==> config.mk <==
export PLATFORM = sky130hd
export DESIGN_NAME = minmax_contrast_stretch
export DESIGN_NICKNAME = d
export VERILOG_FILES = /design/src/rtl/mmcs_pkg.sv /design/src/rtl/mmcs_front.sv /design/src/rtl/mmcs_queue.sv /design/src/rtl/mmcs_back.sv /design/src/rtl/minmax_contrast_stretch.sv
export SDC_FILE = /design/constraint.sdc
export NUM_CORES = 1
export LEC_CHECK = 0
export ABC_AREA = 1
export BUFFER_PORTS_ARGS = -buffer_cell sky130_fd_sc_hd__buf_4
export CAP_MARGIN = 25
export CORE_ASPECT_RATIO = 0.75
export CORE_MARGIN = 8
export CORE_UTILIZATION = 45
export CTS_CLUSTER_DIAMETER = 60
export DETAILED_ROUTE_END_ITERATION = 8
export PLACE_DENSITY = 0.65
export REMOVE_ABC_BUFFERS = 1
export SLEW_MARGIN = 0
export SYNTH_ARGS = -nofsm -noshare
export SYNTH_HDL_FRONTEND = slang
export SYNTH_SLANG_ARGS = --single-unit
==> constraint.sdc <==
create_clock -name clk -period 19.2 [get_ports clk]
set_input_delay 3.84 -clock clk [delete_from_list [all_inputs] [get_ports clk]]
set_output_delay 3.84 -clock clk [all_outputs]
set_load 0.02 [all_outputs]
==> src/rtl/mmcs_pkg.sv <==
// Shared types and constants of the min/max contrast stretch block.
package mmcs_pkg;

	localparam int CFG_W = 8;
	localparam int OUT_W = 8;
	localparam int QUEUE_DEPTH = 2;

	// Register indexes on the configuration port
	localparam logic REG_OUT_LOW  = 1'b0;
	localparam logic REG_OUT_HIGH = 1'b1;

	// Request kinds
	localparam logic REQ_MEASURE = 1'b0;
	localparam logic REQ_MAP     = 1'b1;

	typedef struct packed {
		logic [CFG_W-1:0] out_low;
		logic [CFG_W-1:0] out_high;
	} cfg_t;

endpackage

==> src/rtl/mmcs_front.sv <==
// Front end: accepts beats, tracks the extremes, prepares map jobs for the queue.
module mmcs_front import mmcs_pkg::*; #(
	parameter int SAMPLE_BITS = 8
) (
	input  logic                     clk,
	input  logic                     arst_n,
	input  logic                     push,
	input  logic                     q_full,
	input  logic                     req_type,
	input  logic                     first_of_image,
	input  logic [SAMPLE_BITS-1:0]   sample_value,
	output logic                     q_wr,
	output logic [2*SAMPLE_BITS+1:0] q_wdata
);

	localparam int SB = SAMPLE_BITS;

	logic [SB-1:0] seen_low_q;
	logic [SB-1:0] seen_high_q;
	logic          accept;
	logic [SB:0]   dv;
	logic [SB-1:0] den;
	logic          flat;

	assign accept = push && !q_full;

	// Track the darkest and brightest component of the measure pass
	always_ff @(posedge clk or negedge arst_n) begin
		if (!arst_n) begin
			seen_low_q  <= '0;
			seen_high_q <= '0;
		end else if (accept && (req_type == REQ_MEASURE)) begin
			if (first_of_image) begin
				seen_low_q  <= sample_value;
				seen_high_q <= sample_value;
			end else begin
				if (sample_value < seen_low_q)
					seen_low_q <= sample_value;
				if (sample_value > seen_high_q)
					seen_high_q <= sample_value;
			end
		end
	end

	// Offset from the low mark, measured range and flat flag of a map beat
	assign dv   = {1'b0, sample_value} - {1'b0, seen_low_q};
	assign den  = seen_high_q - seen_low_q;
	assign flat = (seen_high_q <= seen_low_q);

	assign q_wr    = accept && (req_type == REQ_MAP);
	assign q_wdata = {flat, den, dv};

endmodule

==> src/rtl/mmcs_queue.sv <==
// Short queue of map jobs between the front and back ends.
module mmcs_queue import mmcs_pkg::*; #(
	parameter int WIDTH = 18
) (
	input  logic             clk,
	input  logic             arst_n,
	input  logic             wr,
	input  logic [WIDTH-1:0] wdata,
	input  logic             rd,
	output logic [WIDTH-1:0] rdata,
	output logic             full,
	output logic             empty
);

	localparam int PW = $clog2(QUEUE_DEPTH);
	localparam int CW = $clog2(QUEUE_DEPTH + 1);

	logic [WIDTH-1:0] mem_q [QUEUE_DEPTH];
	logic [PW-1:0]    wr_ptr_q;
	logic [PW-1:0]    rd_ptr_q;
	logic [CW-1:0]    count_q;
	logic             do_wr;
	logic             do_rd;

	assign full  = (count_q == CW'(QUEUE_DEPTH));
	assign empty = (count_q == '0);
	assign do_wr = wr && !full;
	assign do_rd = rd && !empty;
	assign rdata = mem_q[rd_ptr_q];

	// Advance pointers and occupancy
	always_ff @(posedge clk or negedge arst_n) begin
		if (!arst_n) begin
			wr_ptr_q <= '0;
			rd_ptr_q <= '0;
			count_q  <= '0;
		end else begin
			if (do_wr)
				wr_ptr_q <= (wr_ptr_q == PW'(QUEUE_DEPTH - 1)) ? '0 : wr_ptr_q + 1'b1;
			if (do_rd)
				rd_ptr_q <= (rd_ptr_q == PW'(QUEUE_DEPTH - 1)) ? '0 : rd_ptr_q + 1'b1;
			if (do_wr && !do_rd)
				count_q <= count_q + 1'b1;
			else if (do_rd && !do_wr)
				count_q <= count_q - 1'b1;
		end
	end

	// Store the incoming job
	always_ff @(posedge clk) begin
		if (do_wr)
			mem_q[wr_ptr_q] <= wdata;
	end

endmodule

==> src/rtl/mmcs_back.sv <==
// Back end: forms the numerator, divides bit-serially, clamps and holds the result.
module mmcs_back import mmcs_pkg::*; #(
	parameter int SAMPLE_BITS = 8
) (
	input  logic                     clk,
	input  logic                     arst_n,
	input  cfg_t                     cfg,
	input  logic                     q_empty,
	input  logic [2*SAMPLE_BITS+1:0] q_rdata,
	output logic                     q_rd,
	input  logic                     pop,
	output logic                     empty,
	output logic [OUT_W-1:0]         mapped_value
);

	localparam int SB = SAMPLE_BITS;
	localparam int W  = 2 * SB + 10;
	localparam int CW = $clog2(SB + 1);

	typedef enum logic [4:0] {
		S_IDLE = 5'b00001,
		S_MUL  = 5'b00010,
		S_SUM  = 5'b00100,
		S_DIV  = 5'b01000,
		S_PUT  = 5'b10000
	} state_t;

	state_t               state_q;
	logic                 out_valid_q;
	logic [CW-1:0]        cnt_q;
	logic signed [SB:0]   dv_q;
	logic [SB-1:0]        den_q;
	logic                 flat_q;
	logic signed [SB+9:0] p1_q;
	logic [SB+7:0]        p2_q;
	logic [W-1:0]         rem_q;
	logic [W-1:0]         dsh_q;
	logic [SB-1:0]        quot_q;
	logic [OUT_W-1:0]     res_q;
	logic [OUT_W-1:0]     mapped_q;

	logic signed [8:0]    slope;
	logic [SB+10:0]       num;
	logic [W-1:0]         num_ext;
	logic [W-1:0]         den_ext;
	logic [W-1:0]         lim;
	logic                 ge;
	logic [W-1:0]         rem_nxt;
	logic [SB:0]          quot_wide;
	logic [SB-1:0]        quot_nxt;
	logic [SB+7:0]        quot_out;
	logic [SB+7:0]        sat_out;
	logic                 slot_free;

	assign slope     = $signed({1'b0, cfg.out_high}) - $signed({1'b0, cfg.out_low});
	assign num       = {p1_q[SB+9], p1_q} + {3'b000, p2_q};
	assign num_ext   = {{SB{1'b0}}, num[SB+9:0]};
	assign den_ext   = {{(W-SB){1'b0}}, den_q};
	assign lim       = den_ext << SB;
	assign ge        = (rem_q >= dsh_q);
	assign rem_nxt   = ge ? (rem_q - dsh_q) : rem_q;
	assign quot_wide = {quot_q, ge};
	assign quot_nxt  = quot_wide[SB-1:0];
	assign quot_out  = {8'h00, quot_nxt};
	assign sat_out   = {8'h00, {SB{1'b1}}};
	assign slot_free = !out_valid_q || pop;

	assign q_rd         = (state_q == S_IDLE) && !q_empty;
	assign empty        = !out_valid_q;
	assign mapped_value = mapped_q;

	// Sequence one job: fetch, multiply, sum and range check, divide, deliver
	always_ff @(posedge clk or negedge arst_n) begin
		if (!arst_n) begin
			state_q     <= S_IDLE;
			out_valid_q <= 1'b0;
			cnt_q       <= '0;
		end else begin
			// Raise the result slot on delivery, drop it when the beat is taken
			if ((state_q == S_PUT) && slot_free)
				out_valid_q <= 1'b1;
			else if (pop && out_valid_q)
				out_valid_q <= 1'b0;
			unique case (state_q)
				S_IDLE: begin
					if (!q_empty)
						state_q <= S_MUL;
				end
				S_MUL: begin
					state_q <= flat_q ? S_PUT : S_SUM;
				end
				S_SUM: begin
					if (num[SB+10] || (num_ext >= lim)) begin
						state_q <= S_PUT;
					end else begin
						cnt_q   <= CW'(SB - 1);
						state_q <= S_DIV;
					end
				end
				S_DIV: begin
					if (cnt_q == '0)
						state_q <= S_PUT;
					else
						cnt_q <= cnt_q - 1'b1;
				end
				S_PUT: begin
					if (slot_free)
						state_q <= S_IDLE;
				end
				default: begin
					state_q <= S_IDLE;
				end
			endcase
		end
	end

	// Datapath registers of the job in flight
	always_ff @(posedge clk) begin
		unique case (state_q)
			S_IDLE: begin
				dv_q   <= $signed(q_rdata[SB:0]);
				den_q  <= q_rdata[2*SB:SB+1];
				flat_q <= q_rdata[2*SB+1];
			end
			S_MUL: begin
				p1_q  <= slope * dv_q;
				p2_q  <= cfg.out_low * den_q;
				res_q <= cfg.out_low;
			end
			S_SUM: begin
				rem_q  <= num_ext;
				dsh_q  <= den_ext << (SB - 1);
				quot_q <= '0;
				if (num[SB+10])
					res_q <= '0;
				else
					res_q <= sat_out[OUT_W-1:0];
			end
			S_DIV: begin
				rem_q  <= rem_nxt;
				dsh_q  <= dsh_q >> 1;
				quot_q <= quot_nxt;
				res_q  <= quot_out[OUT_W-1:0];
			end
			S_PUT: begin
				if (slot_free)
					mapped_q <= res_q;
			end
			default: begin
				res_q <= res_q;
			end
		endcase
	end

endmodule

==> src/rtl/minmax_contrast_stretch.sv <==
// A map beat waits in the queue; the back end fetches, multiplies, sums, range-checks,
// divides and delivers it (flat range: no sum or divide; clamped: no divide).
// Measure beats give no result. Throughput: one measure beat per cycle unless full; map
// beats queue while the back end's restoring divider resolves one quotient bit a cycle.
// Reset (arst_n low): trackers zero, out_low 0, out_high 255, queue and result slot empty.
module minmax_contrast_stretch import mmcs_pkg::*; #(
	parameter int SAMPLE_BITS = 8
) (
	input  logic                   clk,
	input  logic                   arst_n,
	input  logic                   push,
	output logic                   full,
	input  logic                   req_type,
	input  logic                   first_of_image,
	input  logic [SAMPLE_BITS-1:0] sample_value,
	output logic                   empty,
	input  logic                   pop,
	output logic [OUT_W-1:0]       mapped_value,
	input  logic                   cfg_we,
	input  logic                   cfg_addr,
	input  logic [CFG_W-1:0]       cfg_wdata
);

	localparam int ENT_W = 2 * SAMPLE_BITS + 2;

	cfg_t             cfg_q;
	logic             q_wr;
	logic [ENT_W-1:0] q_wdata;
	logic             q_rd;
	logic [ENT_W-1:0] q_rdata;
	logic             q_empty;

	// Hold the configuration registers
	always_ff @(posedge clk or negedge arst_n) begin
		if (!arst_n) begin
			cfg_q.out_low  <= '0;
			cfg_q.out_high <= '1;
		end else if (cfg_we) begin
			if (cfg_addr == REG_OUT_LOW)
				cfg_q.out_low <= cfg_wdata;
			else if (cfg_addr == REG_OUT_HIGH)
				cfg_q.out_high <= cfg_wdata;
		end
	end

	mmcs_front #(.SAMPLE_BITS(SAMPLE_BITS)) u_front (
		.clk            (clk),
		.arst_n         (arst_n),
		.push           (push),
		.q_full         (full),
		.req_type       (req_type),
		.first_of_image (first_of_image),
		.sample_value   (sample_value),
		.q_wr           (q_wr),
		.q_wdata        (q_wdata)
	);

	mmcs_queue #(.WIDTH(ENT_W)) u_queue (
		.clk    (clk),
		.arst_n (arst_n),
		.wr     (q_wr),
		.wdata  (q_wdata),
		.rd     (q_rd),
		.rdata  (q_rdata),
		.full   (full),
		.empty  (q_empty)
	);

	mmcs_back #(.SAMPLE_BITS(SAMPLE_BITS)) u_back (
		.clk          (clk),
		.arst_n       (arst_n),
		.cfg          (cfg_q),
		.q_empty      (q_empty),
		.q_rdata      (q_rdata),
		.q_rd         (q_rd),
		.pop          (pop),
		.empty        (empty),
		.mapped_value (mapped_value)
	);

endmodule

==> results.cfg <==
[yosys]
yosysUniqueCellTypes = 50
ys_warn_count = 0
synthXorXnorAreaFrac_pct = 3.75
yosysSeqAreaShare_pct = 36.6
synth_top_family_by_area = adder cells
syn_area_um2 = 15700
syn_inst = 1763
synthSimpleGateAreaFrac_pct = 16.8
synthAdderAreaFrac_pct = 25.9
avgSynthCellArea_um2 = 8.88
ys_ff_latch = 198
muxShareOfSynthArea_pct = 0
synth-compound-area-share_pct = 7.58

[floorplan]
initial_utilization_pct = 45.4
num_rows = 59
io_pins = 34
die_w_um = 231
die-height_um = 178
die_area_um2 = 41100
core_area_um2 = 34500

[worst_setup_path]
crit_path_start = cfg_q[0]
ff2ff_setup_slack_ps = 12560
cpPeakStageDelay_ps = 530
cp_max_fo = 7
cpMostUsedCell = fa_1
critPathKind = reg -> reg
r2r_start = cfg_q[0]
endpoint = u_back.p1_q[17]
reg2regPathDepth = 27
crit_family = adder cells
critPathBufInv = 5
cp_slowest_cell = dfstp_2
cp_num_cells = 27
r2r-end = u_back.p1_q[17]
cp.arrival_ps = 6840
end_kind = flop
crit_path_start_kind = flop
crit_required_ps = 19400

[sta]
slew_viol_final = 0
hold-worst-slack_ps = 424
fmax_mhz = 150
finalHoldViolCount = 0
rsz0062_at_grt = no
maxSlewHeadroom_pct = 35.1
totalNegativeSetupSlack_ps = 0
fin_crit_sh_pct = 34.6
clock_skew_ps = 18.9
worst_slew_pin_slew_ps = 973
setup-violations-final = 0
fin_crit_ps = 6640

[detailed_routing]
wl_mm = 34.6
dr.pass1.iters = 5
vias_per_cell = 4.98
ant_nets = 0
drtIter0Drc = 756
avgRoutedWirePerCell_um = 15.3
vias = 11300
post-route-drc-count = 0

[global_route]
grt_start_max_net_pins = 47
grt_pass1_wl_mm = 57.2
antenna_found_initial = 0
grt_pass1_vias = 11300
grt_usage_pct = 17.4
grt_overflow = 0

[final_layout]
finalNetCount = 2072
area_growth_pct = 8.76
antennaDiodeCount = 0
fin_area_um2 = 17000
final_cells = 2260
final_layout_size_suffix_gt1_share_pct = 6.38

[job]
cap_violations = 0

[clock_network]
cts_hold_buffers = 0
clk_pin_slew_ps = 80
clockBufferDepth = 2
ctsResizeCount = 0
clk-insertion-delay-late_ps = 460
clock-sinks = 198
cts_root_buf = clkbuf_16
tritoncts = yes
cts-buffers-inserted = 17
post_cts_buffers = 0
htree_levels = 4

[run_status]
status = completed

[place]
gp_congestion = 0.893
dpl_cell_area_um2 = 16400
dp_cells = 2228
hpwlAfterDp_mm = 27.9
port_buffers = 33

[hold_path]
hold_class = reg -> reg
[cells in the final DEF (no fill, tap or decap), types with 9 or more instances in the layout]
cell type  Yosys  routed
nand2_1      413     413
inv_1        347     347
edfxtp_1     152     152
ha_1         147     147
nor2_1       134     134
fa_1         111     111
a21oi_1       86      86
o21ai_0       80      80
nand3_1       44      44
xor2_1        40      40
buf_4          1      40
dfrtp_1       37      37
xnor2_1       27      27
o21ai_1       20      20
clkbuf_16      0      18
o21bai_1      11      11
nand2_2       10      10
nand4_1        9       9
dfstp_2        9       9
[stage by stage]
stage | worst slack [ps] | utilization [%]
4_1_cts | 12550 | 49.4
3_3_place_gp | 12730 | 47.6
5_1_grt | 12110 | 49.4
2_1_floorplan | 13150 | -
6_report | 12560 | 49.4
3_5_place_dp | 12550 | 47.6
[cells in the mapped netlist (all sizes together)]
master | n | share of area, %
dfstp | 9 | 1.5
nand3b | 4 | 0.19
o31ai | 2 | 0.096
inv | 349 | 8.4
clkinv | 2 | 0.048
and3 | 1 | 0.040
o22ai | 1 | 0.040
a21o | 3 | 0.14
a21oi | 89 | 2.9
nand3 | 47 | 1.6
ha | 147 | 12
o21ai | 102 | 3.4
nor4 | 4 | 0.30
o211ai | 1 | 0.048
a211o | 1 | 0.056
nor2 | 136 | 3.3
buf | 6 | 0.24
a22oi | 1 | 0.048
a221oi | 1 | 0.056
xor2 | 40 | 2.2
nand4 | 9 | 0.36
nor3 | 7 | 0.37
o21bai | 11 | 0.53
clkbuf | 27 | 0.65
o2111ai | 1 | 0.056
dfrtp | 37 | 5.9
a21boi | 2 | 0.096
a41oi | 1 | 0.056
fa | 111 | 14
xnor2 | 27 | 1.5
a31oi | 2 | 0.080
edfxtp | 152 | 29
or2 | 5 | 0.20
nand2 | 425 | 11
[layer usage]
metal	global-route usage [%]	vias to the layer above	share of wire, %
met5	0	-	0
met4	5.40	0	2.2
met3	3.40	47	4.8
met2	26.7	249	44
met1	24.6	5331	49
li1	-	5634	-
[worst min-delay path by stage]
stage,startpoint,end,cells past startpoint
final,u_back.res_q[2],u_back.mapped_value[2],0
after global routing,u_back.res_q[2],u_back.mapped_value[2],0
after CTS,u_back.res_q[2],u_back.mapped_value[2],0
after detailed placement,u_back.res_q[1],u_back.mapped_value[1],0
after global placement,u_back.res_q[2],u_back.mapped_value[2],0
after floorplan,u_back.res_q[0],u_back.mapped_value[0],0
[worst register-to-register path, cell delays in order (launching register included)]
cell	delay [ps]
dfstp_2	530
inv_1	40
ha_1	210
fa_1	410
o21ai_0	380
a21oi_1	120
o21ai_0	200
or2_2	140
nand2_1	70
inv_1	230
nand2_1	120
fa_1	510
inv_1	50
fa_1	500
inv_1	50
fa_1	480
inv_1	50
fa_1	440
fa_1	460
ha_1	380
nand2_1	80
o21ai_1	260
a21oi_1	150
o21ai_1	200
nand2_1	70
nand2_1	70
a21oi_1	70
xor2_1	130
[cell type report]
| class | instances | area, um2 |
|---|---|---|
| Clock buffer | 18 | 450 |
| Sequential cell | 198 | 5730 |
| Clock inverter | 14 | 151 |
| Timing Repair Buffer | 41 | 328 |
| Tap cell | 457 | 572 |
| Fill cell | 3197 | 17400 |
| Multi-Input combinational cell | 1181 | 8480 |
| Inverter | 351 | 1320 |
[registers in the layout (all words and copies together) (netlist names), 9 cells and up]
register	count
u_queue.mem_q	36
u_back.dv_q	9
u_back.dsh_q	15
cfg_q	16
u_back.p1_q	18
u_back.p2_q	16
u_back.rem_q	26
[kinds of logic after synthesis]
kind of cell,Yosys count
compound gates,218
simple gates,638
buf+inv,384
fa+ha+maj,258
xor+xnor,67
flops,198
Power is not shown: default switching activity piles up to over one toggle a cycle in this logic, so the estimate is an artifact.
